### config.mk
export PLATFORM = sky130hd
export DESIGN_NAME = tree_next_hop_lookup_core_flat
export DESIGN_NICKNAME = d
export VERILOG_FILES = /design/src/rtl/tnh_pkg.sv /design/src/rtl/tnh_in_if.sv /design/src/rtl/tnh_out_if.sv /design/src/rtl/tnh_datapath.sv /design/src/rtl/tnh_ctrl.sv /design/src/rtl/tree_next_hop_lookup_core.sv /design/src/flat_wrapper.sv
export VERILOG_INCLUDE_DIRS = /design/src /design/src/rtl
export SDC_FILE = /design/constraint.sdc
export NUM_CORES = 2
export LEC_CHECK = 0
export ABC_AREA = 1
export BUFFER_PORTS_ARGS = -buffer_cell sky130_fd_sc_hd__buf_2
export CORE_MARGIN = 10
export CORE_UTILIZATION = 55
export CTS_BUF_LIST = sky130_fd_sc_hd__clkbuf_16
export DETAILED_ROUTE_END_ITERATION = 16
export HOLD_SLACK_MARGIN = 0.02
export PLACE_DENSITY = 0.71
export SLEW_MARGIN = 20
export SYNTH_ARGS = -nofsm -noshare
export SYNTH_HDL_FRONTEND = slang
export SYNTH_SLANG_ARGS = --single-unit
### constraint.sdc
create_clock -name clk -period 4.2 [get_ports clk]
set_input_delay 0.42 -clock clk [delete_from_list [all_inputs] [get_ports clk]]
set_output_delay 0.42 -clock clk [all_outputs]
set_load 0.02 [all_outputs]
### src/rtl/assert_macros.svh
// Assertion helpers shared by the RTL modules.
`ifndef ASSERT_MACROS_SVH
`define ASSERT_MACROS_SVH

`ifndef NO_ASSERTIONS

// Checked at every edge outside reset.
`define TNH_ASSERT(lbl, clk, rst, prop, msg) \
  lbl: assert property (@(posedge clk) disable iff (rst) (prop)) else $error(msg);

// Checked at every edge, reset included.
`define TNH_ASSERT_ALWAYS(lbl, clk, prop, msg) \
  lbl: assert property (@(posedge clk) (prop)) else $error(msg);

`else

`define TNH_ASSERT(lbl, clk, rst, prop, msg)
`define TNH_ASSERT_ALWAYS(lbl, clk, prop, msg)

`endif

`endif

### src/rtl/tnh_pkg.sv
`default_nettype none

package tnh_pkg;

  localparam int TABLE_DEPTH_DEF = 32;
  localparam int ADDR_W          = 16;
  localparam int INDEX_W         = 5;
  localparam int CFG_INDEX_W     = 1;

  localparam logic OP_WRITE = 1'b0;
  localparam logic OP_ROUTE = 1'b1;

  localparam logic STATUS_GOOD     = 1'b0;
  localparam logic STATUS_NO_ROUTE = 1'b1;

  localparam logic [CFG_INDEX_W-1:0] REG_LOCAL  = 1'b0;
  localparam logic [CFG_INDEX_W-1:0] REG_UPLINK = 1'b1;

  typedef enum logic [2:0] {
    S_IDLE,
    S_MATCH,
    S_PICK,
    S_CHECK,
    S_EMIT
  } state_t;

  typedef enum logic [1:0] {
    RES_ZERO_OK,
    RES_UPLINK,
    RES_FOUND,
    RES_NO_ROUTE
  } res_sel_t;

  typedef struct packed {
    logic     load_item;
    logic     tbl_write;
    logic     match_en;
    logic     pick_en;
    logic     step_en;
    logic     res_load;
    res_sel_t res_sel;
    logic     out_load;
  } cmd_t;

  typedef struct packed {
    logic req_op;
    logic req_sensor;
    logic at_local;
    logic walk_over;
  } sts_t;

endpackage

`default_nettype wire

### src/rtl/tnh_in_if.sv
`default_nettype none

interface tnh_in_if;
  import tnh_pkg::*;

  logic               valid;
  logic               ready;
  logic               op;
  logic [INDEX_W-1:0] entry_index;
  logic [ADDR_W-1:0]  entry_node;
  logic [ADDR_W-1:0]  entry_parent;
  logic [ADDR_W-1:0]  dest_address;
  logic               is_sensor_data;

  modport source (
    output valid, op, entry_index, entry_node, entry_parent, dest_address, is_sensor_data,
    input  ready
  );

  modport sink (
    input  valid, op, entry_index, entry_node, entry_parent, dest_address, is_sensor_data,
    output ready
  );
endinterface

`default_nettype wire

### src/rtl/tnh_out_if.sv
`default_nettype none

interface tnh_out_if;
  import tnh_pkg::*;

  logic              valid;
  logic              ready;
  logic [ADDR_W-1:0] next_hop;
  logic              status;

  modport source (
    output valid, next_hop, status,
    input  ready
  );

  modport sink (
    input  valid, next_hop, status,
    output ready
  );
endinterface

`default_nettype wire

### src/rtl/tnh_datapath.sv
`default_nettype none

`include "assert_macros.svh"

module tnh_datapath #(
  parameter int TABLE_DEPTH = tnh_pkg::TABLE_DEPTH_DEF
) (
  input  logic                                 clk,
  input  logic                                 rst,
  input  logic                                 cfg_we,
  input  logic [tnh_pkg::CFG_INDEX_W-1:0]      cfg_index,
  input  logic [tnh_pkg::ADDR_W-1:0]           cfg_data,
  input  logic                                 op,
  input  logic [tnh_pkg::INDEX_W-1:0]          entry_index,
  input  logic [tnh_pkg::ADDR_W-1:0]           entry_node,
  input  logic [tnh_pkg::ADDR_W-1:0]           entry_parent,
  input  logic [tnh_pkg::ADDR_W-1:0]           dest_address,
  input  logic                                 is_sensor_data,
  input  tnh_pkg::cmd_t                        cmd,
  output tnh_pkg::sts_t                        sts,
  output logic [tnh_pkg::ADDR_W-1:0]           next_hop,
  output logic                                 status
);
  import tnh_pkg::*;

  localparam int IDX_W = $clog2(TABLE_DEPTH);
  localparam int CNT_W = $clog2(TABLE_DEPTH);

  logic [ADDR_W-1:0]      local_address;
  logic [ADDR_W-1:0]      uplink_address;

  logic [ADDR_W-1:0]      node_addr [TABLE_DEPTH];
  logic [TABLE_DEPTH-1:0] node_valid;
  logic [ADDR_W-1:0]      node_up   [TABLE_DEPTH];

  logic [ADDR_W-1:0]      addr;
  logic [CNT_W-1:0]       hop_cnt;
  logic [TABLE_DEPTH-1:0] match_vec;
  logic                   hit;
  logic [ADDR_W-1:0]      up_rd;

  logic                   pick_hit;
  logic [IDX_W-1:0]       pick_idx;
  logic [ADDR_W-1:0]      parent_val;
  logic                   idx_ok;
  logic [IDX_W-1:0]       wr_idx;

  logic [ADDR_W-1:0]      hop_res;
  logic                   stat_res;

  always_ff @(posedge clk) begin
    if (rst) begin
      local_address  <= '0;
      uplink_address <= '0;
    end else if (cfg_we) begin
      unique case (cfg_index)
        REG_LOCAL:  local_address  <= cfg_data;
        REG_UPLINK: uplink_address <= cfg_data;
        default:    ;
      endcase
    end
  end

  assign idx_ok = (int'(entry_index) < TABLE_DEPTH);
  assign wr_idx = IDX_W'(entry_index);

  // Node addresses sit in flops so every slot compares at once.
  always_ff @(posedge clk) begin
    if (rst) begin
      node_valid <= '0;
    end else if (cmd.tbl_write && idx_ok) begin
      node_valid[wr_idx] <= 1'b1;
    end
  end

  always_ff @(posedge clk) begin
    if (cmd.tbl_write && idx_ok) begin
      node_addr[wr_idx] <= entry_node;
    end
  end

  // Parent memory: one write port, one registered read port.
  always_ff @(posedge clk) begin
    if (cmd.tbl_write && idx_ok) begin
      node_up[wr_idx] <= entry_parent;
    end
  end

  always_ff @(posedge clk) begin
    if (cmd.pick_en) begin
      up_rd <= node_up[pick_idx];
    end
  end

  always_ff @(posedge clk) begin
    if (cmd.match_en) begin
      for (int i = 0; i < TABLE_DEPTH; i++) begin
        match_vec[i] <= node_valid[i] && (node_addr[i] == addr) && (addr != '0);
      end
    end
  end

  // Lowest matching slot wins.
  always_comb begin
    pick_hit = 1'b0;
    pick_idx = '0;
    for (int i = TABLE_DEPTH - 1; i >= 0; i--) begin
      if (match_vec[i]) begin
        pick_hit = 1'b1;
        pick_idx = IDX_W'(i);
      end
    end
  end

  always_ff @(posedge clk) begin
    if (rst) begin
      hit <= 1'b0;
    end else if (cmd.pick_en) begin
      hit <= pick_hit;
    end
  end

  assign parent_val = hit ? up_rd : '0;

  always_ff @(posedge clk) begin
    if (cmd.load_item) begin
      addr    <= dest_address;
      hop_cnt <= '0;
    end else if (cmd.step_en) begin
      addr    <= parent_val;
      hop_cnt <= hop_cnt + CNT_W'(1);
    end
  end

  assign sts.req_op     = op;
  assign sts.req_sensor = is_sensor_data;
  assign sts.at_local   = (parent_val == local_address);
  assign sts.walk_over  = (parent_val == '0) || (hop_cnt == CNT_W'(TABLE_DEPTH - 1));

  always_ff @(posedge clk) begin
    if (cmd.res_load) begin
      unique case (cmd.res_sel)
        RES_ZERO_OK: begin
          hop_res  <= '0;
          stat_res <= STATUS_GOOD;
        end
        RES_UPLINK: begin
          hop_res  <= uplink_address;
          stat_res <= STATUS_GOOD;
        end
        RES_FOUND: begin
          hop_res  <= addr;
          stat_res <= STATUS_GOOD;
        end
        RES_NO_ROUTE: begin
          hop_res  <= '0;
          stat_res <= STATUS_NO_ROUTE;
        end
        default: begin
          hop_res  <= '0;
          stat_res <= STATUS_NO_ROUTE;
        end
      endcase
    end
  end

  // Output word register; holds while the sink stalls.
  always_ff @(posedge clk) begin
    if (cmd.out_load) begin
      next_hop <= hop_res;
      status   <= stat_res;
    end
  end

  `TNH_ASSERT(a_step_only_on_miss, clk, rst, cmd.step_en |-> !sts.at_local && !sts.walk_over, "walk advanced after it should have ended")
  `TNH_ASSERT(a_found_is_local, clk, rst, (cmd.res_load && cmd.res_sel == RES_FOUND) |-> (parent_val == local_address), "next hop taken without reaching local node")
  `TNH_ASSERT(a_count_restarts, clk, rst, cmd.load_item |=> hop_cnt == '0, "hop count not cleared for new item")

endmodule

`default_nettype wire

### src/rtl/tnh_ctrl.sv
`default_nettype none

`include "assert_macros.svh"

module tnh_ctrl (
  input  logic          clk,
  input  logic          rst,
  input  logic          in_valid,
  output logic          in_ready,
  output logic          out_valid,
  input  logic          out_ready,
  input  tnh_pkg::sts_t sts,
  output tnh_pkg::cmd_t cmd
);
  import tnh_pkg::*;

  state_t state;
  state_t state_next;
  logic   fire;
  logic   out_free;

  assign in_ready = (state == S_IDLE);
  assign fire     = in_valid && in_ready;
  assign out_free = !out_valid || out_ready;

  always_ff @(posedge clk) begin
    if (rst) begin
      state <= S_IDLE;
    end else begin
      state <= state_next;
    end
  end

  always_comb begin
    state_next = state;
    unique case (state)
      S_IDLE: begin
        if (fire) begin
          if (sts.req_op == OP_WRITE || sts.req_sensor) begin
            state_next = S_EMIT;
          end else begin
            state_next = S_MATCH;
          end
        end
      end
      S_MATCH: state_next = S_PICK;
      S_PICK:  state_next = S_CHECK;
      S_CHECK: begin
        if (sts.at_local || sts.walk_over) begin
          state_next = S_EMIT;
        end else begin
          state_next = S_MATCH;
        end
      end
      S_EMIT: begin
        if (out_free) begin
          state_next = S_IDLE;
        end
      end
      default: state_next = S_IDLE;
    endcase
  end

  always_comb begin
    cmd           = '0;
    cmd.res_sel   = RES_ZERO_OK;
    unique case (state)
      S_IDLE: begin
        cmd.load_item = fire;
        if (fire) begin
          priority if (sts.req_op == OP_WRITE) begin
            cmd.tbl_write = 1'b1;
            cmd.res_load  = 1'b1;
            cmd.res_sel   = RES_ZERO_OK;
          end else if (sts.req_sensor) begin
            cmd.res_load = 1'b1;
            cmd.res_sel  = RES_UPLINK;
          end else begin
            cmd.res_load = 1'b0;
          end
        end
      end
      S_MATCH: cmd.match_en = 1'b1;
      S_PICK:  cmd.pick_en  = 1'b1;
      S_CHECK: begin
        priority if (sts.at_local) begin
          cmd.res_load = 1'b1;
          cmd.res_sel  = RES_FOUND;
        end else if (sts.walk_over) begin
          cmd.res_load = 1'b1;
          cmd.res_sel  = RES_NO_ROUTE;
        end else begin
          cmd.step_en = 1'b1;
        end
      end
      S_EMIT:  cmd.out_load = out_free;
      default: ;
    endcase
  end

  always_ff @(posedge clk) begin
    if (rst) begin
      out_valid <= 1'b0;
    end else if (cmd.out_load) begin
      out_valid <= 1'b1;
    end else if (out_ready) begin
      out_valid <= 1'b0;
    end
  end

  `TNH_ASSERT(a_no_overwrite, clk, rst, cmd.out_load |-> (!out_valid || out_ready), "result word overwritten before it was taken")
  `TNH_ASSERT(a_check_after_pick, clk, rst, state == S_CHECK |-> $past(state) == S_PICK, "hop check without a table read")
  `TNH_ASSERT_ALWAYS(a_one_table_phase, clk, $onehot0({cmd.match_en, cmd.pick_en, cmd.step_en, cmd.tbl_write}), "table phases overlap")

endmodule

`default_nettype wire

### src/rtl/tree_next_hop_lookup_core.sv
`default_nettype none

// Next-hop lookup for a tree network. Write words (op 0) load a (node,
// parent) pair into a table slot; slots at or beyond TABLE_DEPTH are
// ignored, and all slots are empty after reset. A route word (op 1) for
// sensor data returns uplink_address at once. Any other route word walks
// up the tree from dest_address until it finds a node whose parent is
// local_address and returns that node; a missed lookup or TABLE_DEPTH
// hops without success give next_hop 0 and status 1, but with
// local_address 0 a miss returns the looked-up address. Every input
// word yields exactly one result word. A write or sensor word skips the
// walk; each hop of a walk runs the states match (parallel compare of
// all node addresses), pick (first-match pick with a parent memory
// read) and check. One word is in flight at a time; the next word can
// be accepted the cycle after the result moves to the output register,
// even if the sink has not yet taken it.
module tree_next_hop_lookup_core #(
  parameter int TABLE_DEPTH = tnh_pkg::TABLE_DEPTH_DEF
) (
  input  logic                            clk,
  input  logic                            rst,
  input  logic                            cfg_we,
  input  logic [tnh_pkg::CFG_INDEX_W-1:0] cfg_index,
  input  logic [tnh_pkg::ADDR_W-1:0]      cfg_data,
  tnh_in_if.sink                          req,
  tnh_out_if.source                       rsp
);
  import tnh_pkg::*;

  cmd_t cmd;
  sts_t sts;

  tnh_ctrl u_ctrl (
    .clk       (clk),
    .rst       (rst),
    .in_valid  (req.valid),
    .in_ready  (req.ready),
    .out_valid (rsp.valid),
    .out_ready (rsp.ready),
    .sts       (sts),
    .cmd       (cmd)
  );

  tnh_datapath #(
    .TABLE_DEPTH (TABLE_DEPTH)
  ) u_datapath (
    .clk            (clk),
    .rst            (rst),
    .cfg_we         (cfg_we),
    .cfg_index      (cfg_index),
    .cfg_data       (cfg_data),
    .op             (req.op),
    .entry_index    (req.entry_index),
    .entry_node     (req.entry_node),
    .entry_parent   (req.entry_parent),
    .dest_address   (req.dest_address),
    .is_sensor_data (req.is_sensor_data),
    .cmd            (cmd),
    .sts            (sts),
    .next_hop       (rsp.next_hop),
    .status         (rsp.status)
  );

endmodule

`default_nettype wire

### src/flat_wrapper.sv
// flat-port wrapper written by rule: the top's interface ports become plain ports
module tree_next_hop_lookup_core_flat import tnh_pkg::*;
#(
  parameter int TABLE_DEPTH = tnh_pkg::TABLE_DEPTH_DEF
)
  (clk, rst, cfg_we, cfg_index, cfg_data, req_valid, req_op, req_entry_index, req_entry_node, req_entry_parent, req_dest_address, req_is_sensor_data, req_ready, rsp_valid, rsp_next_hop, rsp_status, rsp_ready);
  tnh_in_if req_i ();
  tnh_out_if rsp_i ();
  input  logic clk;
  input  logic rst;
  input  logic cfg_we;
  input  logic [tnh_pkg::CFG_INDEX_W-1:0] cfg_index;
  input  logic [tnh_pkg::ADDR_W-1:0] cfg_data;
  input wire logic [$bits(req_i.valid)-1:0] req_valid;
  input wire logic [$bits(req_i.op)-1:0] req_op;
  input wire logic [$bits(req_i.entry_index)-1:0] req_entry_index;
  input wire logic [$bits(req_i.entry_node)-1:0] req_entry_node;
  input wire logic [$bits(req_i.entry_parent)-1:0] req_entry_parent;
  input wire logic [$bits(req_i.dest_address)-1:0] req_dest_address;
  input wire logic [$bits(req_i.is_sensor_data)-1:0] req_is_sensor_data;
  output wire logic [$bits(req_i.ready)-1:0] req_ready;
  output wire logic [$bits(rsp_i.valid)-1:0] rsp_valid;
  output wire logic [$bits(rsp_i.next_hop)-1:0] rsp_next_hop;
  output wire logic [$bits(rsp_i.status)-1:0] rsp_status;
  input wire logic [$bits(rsp_i.ready)-1:0] rsp_ready;
  assign req_i.valid = req_valid;
  assign req_i.op = req_op;
  assign req_i.entry_index = req_entry_index;
  assign req_i.entry_node = req_entry_node;
  assign req_i.entry_parent = req_entry_parent;
  assign req_i.dest_address = req_dest_address;
  assign req_i.is_sensor_data = req_is_sensor_data;
  assign req_ready = req_i.ready;
  assign rsp_valid = rsp_i.valid;
  assign rsp_next_hop = rsp_i.next_hop;
  assign rsp_status = rsp_i.status;
  assign rsp_i.ready = rsp_ready;
  tree_next_hop_lookup_core #(.TABLE_DEPTH(TABLE_DEPTH)) u_core (.clk(clk), .rst(rst), .cfg_we(cfg_we), .cfg_index(cfg_index), .cfg_data(cfg_data), .req(req_i), .rsp(rsp_i));
endmodule
==> results.sh <==
export IMPL_status="complete, no violations"
export IMPL_grt_ovfl_total=0
export IMPL_max_slew_worst_pin_slew_ps=1190
export IMPL_reg_to_reg_start="u_core.u_datapath.match_vec[29]"
export IMPL_worstPathMaxFanout=52
export IMPL_drt_iter0_drc=5867
export IMPL_timing_critical_path_mode_cell="sky130_fd_sc_hd__nand2_1"
export IMPL_critical_register_to_register_path_endpoint="u_core.u_datapath.up_rd[5]"
export IMPL_ys_seq_elements=1196
export IMPL_worst_path_setup_slack_after_routing_ps=591.2
export IMPL_start_kind="register"
export IMPL_p_sw_frac=0.2317
export IMPL_combPwrFrac=0.068
export IMPL_power_total_w=0.02486
export IMPL_h_tree_depth=3
export IMPL_synth_ff_type="sky130_fd_sc_hd__edfxtp_1"
export IMPL_antenna_found_initial=10
export IMPL_drt_total_wl_um=148700
export IMPL_cts_repair_timing_setup_buffer_count=0
export IMPL_synth_edff_count=1122
export IMPL_required_ps=4640
export IMPL_pwr_per_cell_area_nw_per_um2=437.5
export IMPL_critical_path_endpoint_type="register"
export IMPL_tritoncts_num_sinks=1196
export IMPL_max_cap_violations=0
export IMPL_final_cell_mix="sky130_fd_sc_hd__edfxtp_1 (1122), sky130_fd_sc_hd__nand2_1 (781), sky130_fd_sc_hd__nand3_1 (605)"
export IMPL_commonest_non_fill_non_tap_cell_in_the_layout="sky130_fd_sc_hd__edfxtp_1"
export IMPL_antenna_violating_nets_post_route=0
export IMPL_power_ir_vdd_worst_v=0.0003539
export IMPL_final_period_utilization=0.8592
export IMPL_drt_vias_per_instance=6.235
export IMPL_fmaxAchievable_ghz=0.2771
export IMPL_holdPathStages=4
export IMPL_fillers=6762
export IMPL_relative_contribution_of_sequential_cells_to_total_power=0.532
export IMPL_finalHoldViolations=0
export IMPL_die_width_um=322.7
export IMPL_reg2reg_depth=39
export IMPL_timing_final_max_slew_violations=0
export IMPL_seq_area_frac_synth=0.6981
export IMPL_route_vias_total=35643
export IMPL_power_share_clock=0.399
export IMPL_place_detailed_hpwl_um=83610
export IMPL_postSynthNetCount=4411
export IMPL_globalplace_congestion=0.8843
export IMPL_setup_tns_ps=0
export IMPL_path_buf_inv=2
export IMPL_whs_endpoint="u_core.u_ctrl.out_valid"
export IMPL_cp_data_arrival_time_ps=4050
export IMPL_grt_pass1_wl_um=216600
export IMPL_post_route_cells_drive_above_1_share=0.09674
export IMPL_drc_errors=0
export IMPL_floorplan_initialDensity=0.5572
export IMPL_io_pins=96
export IMPL_yosys_cell_types_count=42
export IMPL_layout_area_overhead_vs_synth_pct=12.78
export IMPL_layoutNonFillerInstCount=5717
export IMPL_dr_pass1_iters=6
export IMPL_unrepaired_setup_endpoints_after_global_routing="false"
export IMPL_total_leakage_power_nw=21.01
export IMPL_synth_yosys_warnings=0
export IMPL_finalSetupViolCount=0
export IMPL_cpLargestDelayFamily="simple AND/OR/NAND/NOR gates"
export IMPL_syn_inst=4332
export IMPL_fin_worst_skew_ps=26.07
export IMPL_ys_async_sr_fraction=0
export IMPL_avgSynthCellArea_um2=11.63
export IMPL_post_place_ws_ps=651.4
export IMPL_mappedNetlistArea_um2=50390
export IMPL_post_drt_wl_per_cell_um=26.02
export IMPL_clock_tree_root_cell="sky130_fd_sc_hd__clkbuf_16"
export IMPL_period_needed_ps=3609
export IMPL_row_count=110
export IMPL_rrSetupSlack_ps=590
export IMPL_max_clock_path_buffers=3
export IMPL_gr_usage_all_layers=0.2809
export IMPL_clkTransAtPathRegs_ps=60
export IMPL_chipHeight_um=322.7
export IMPL_nets=4515
export IMPL_crit_type="register to register"
export IMPL_clock_latency_ps=710
export IMPL_delay_contributed_by_the_slowest_stage_of_the_critical_path_ps=400
export IMPL_place_inst=5477
export IMPL_maxSlewHeadroom=0.2065
export IMPL_final_hold_worst_slack_ps=51.97
export IMPL_fp_dieArea_um2=104100
export IMPL_path_category_of_the_worst_min_delay_check="primary input to register"
export IMPL_io_buffers=95
export IMPL_tritoncts_clock_tree="yes"
export IMPL_first_global_vias=33451
export IMPL_hp_start="rsp_ready"
export IMPL_worst_path_max_delay_cell="sky130_fd_sc_hd__edfxtp_1"
export IMPL_cts_inserted_buffers=116
export IMPL_internal_power_w=0.01910
export IMPL_switchingPower_w=0.005759
export IMPL_fp_coreArea_um2=90420
export IMPL_grt_max_degree=139
-- worst min-delay path, stage by stage --
cell	delay (ps)
sky130_fd_sc_hd__buf_2	70
sky130_fd_sc_hd__nor2_1	50
sky130_fd_sc_hd__inv_1	70
sky130_fd_sc_hd__a21oi_1	70
-- final cells by class --
| type | count | area, um2 | share of cell area |
|---|---|---|---|
| flip-flops and latches | 1196 | 35170 | 0.6190 |
| multi-input cells | 2469 | 12870 | 0.2266 |
| clock buffers | 118 | 2953 | 0.05197 |
| repair buffers | 240 | 2130 | 0.03748 |
| inverters | 413 | 1560 | 0.02746 |
| well taps | 1176 | 1471 | 0.02589 |
| clock inverters | 102 | 653.1 | 0.01149 |
| diodes | 3 | 7.507 | 0.0001321 |
-- logic make-up after synthesis --
group                      after synthesis  share of synthesized area
AOI/OAI and AO/OA                      528                    0.06658
xor gates and xnor gates               111                    0.01929
adders and majority gates                2                  0.0004966
buffers and inverters                  667                    0.05242
DFF                                   1196                     0.6981
and+or+nand+nor                       1828                     0.1631
-- per-layer routing --
metal	GRT usage	wire, um	up-vias
li1	-	-	15665
met1	0.3854	56040	17141
met2	0.4358	67510	2407
met3	0.06080	18920	420
met4	0.1119	6206	10
met5	0	71	-
-- flip-flops by register name (all words and copies together) (netlist names), 3 cells and up --
register / flops
u_core.u_datapath.addr: 16
u_core.u_datapath.local_address: 16
u_core.u_datapath.node_up: 512
u_core.u_ctrl.state: 3
u_core.u_datapath.node_addr: 512
u_core.u_datapath.next_hop: 16
u_core.u_datapath.hop_cnt: 5
u_core.u_datapath.up_rd: 16
u_core.u_datapath.match_vec: 32
u_core.u_datapath.hop_res: 16
u_core.u_datapath.uplink_address: 16
u_core.u_datapath.node_valid: 32
-- synth_stat cells (9+ instances only) --
library cell                count  area share
sky130_fd_sc_hd__a211oi_1      42      0.0063
sky130_fd_sc_hd__o22ai_1      101       0.013
sky130_fd_sc_hd__xor2_1        56      0.0097
sky130_fd_sc_hd__a21boi_0       9      0.0013
sky130_fd_sc_hd__edfxtp_1    1122        0.67
sky130_fd_sc_hd__dfxtp_1       74       0.029
sky130_fd_sc_hd__buf_1         42      0.0031
sky130_fd_sc_hd__nand2_1      782       0.058
sky130_fd_sc_hd__a21oi_1       21      0.0021
sky130_fd_sc_hd__nand4_1       33      0.0041
sky130_fd_sc_hd__a2111oi_0     16      0.0028
sky130_fd_sc_hd__xnor2_1       55      0.0096
sky130_fd_sc_hd__o21ai_0      231       0.023
sky130_fd_sc_hd__a221oi_1      58       0.010
sky130_fd_sc_hd__nand3b_1      80       0.012
sky130_fd_sc_hd__clkbuf_1     157       0.012
sky130_fd_sc_hd__nor3_1        17      0.0017
sky130_fd_sc_hd__inv_1        406       0.030
sky130_fd_sc_hd__nand3_1      606       0.060
sky130_fd_sc_hd__nor4_1        63      0.0078
sky130_fd_sc_hd__buf_4         15      0.0022
sky130_fd_sc_hd__a22o_1        25      0.0043
sky130_fd_sc_hd__buf_2         35      0.0035
sky130_fd_sc_hd__nor2_1       236       0.018
sky130_fd_sc_hd__o2111ai_1     16      0.0028
-- power by group through the flow --
stage                     registers [W]  clock network, W  logic, W
after floorplan                  0.0135                 0  0.000880
after global placement           0.0135                 0   0.00161
after detailed placement         0.0135                 0   0.00164
after CTS                        0.0132           0.00999   0.00166
after global routing             0.0132            0.0105   0.00181
final                            0.0132           0.00992   0.00170
-- what timing repair did --
action,in CTS,in global routing
gates resized for setup,0,0
hold buffers,16,0
endpoints found under the hold margin,26,0
setup endpoints to repair,0,0
-- how the worst max path moves through the flow --
| stage | start | cells after the start | slack, ps | to |
|---|---|---|---|---|
| after floorplan | u_core.u_ctrl.state[0] | 9 | 790 | u_core.u_datapath.node_addr[17][0] |
| after global placement | u_core.u_datapath.match_vec[30] | 41 | 590 | u_core.u_datapath.up_rd[3] |
| after detailed placement | u_core.u_datapath.match_vec[30] | 41 | 650 | u_core.u_datapath.up_rd[8] |
| after CTS | u_core.u_datapath.match_vec[29] | 39 | 600 | u_core.u_datapath.up_rd[5] |
| after global routing | u_core.u_datapath.match_vec[30] | 41 | 190 | u_core.u_datapath.up_rd[8] |
| final | u_core.u_datapath.match_vec[29] | 39 | 590 | u_core.u_datapath.up_rd[5] |
-- stage by stage --
step / instance area [um2] / utilization
6_report: 56820 / 0.6284
5_1_grt: 56820 / 0.6284
4_1_cts: 56800 / 0.6281
3_5_place_dp: 53030 / 0.5865
3_3_place_gp: 53030 / 0.5865
2_1_floorplan: 50390 / -
(Power assumes the default switching activity.)
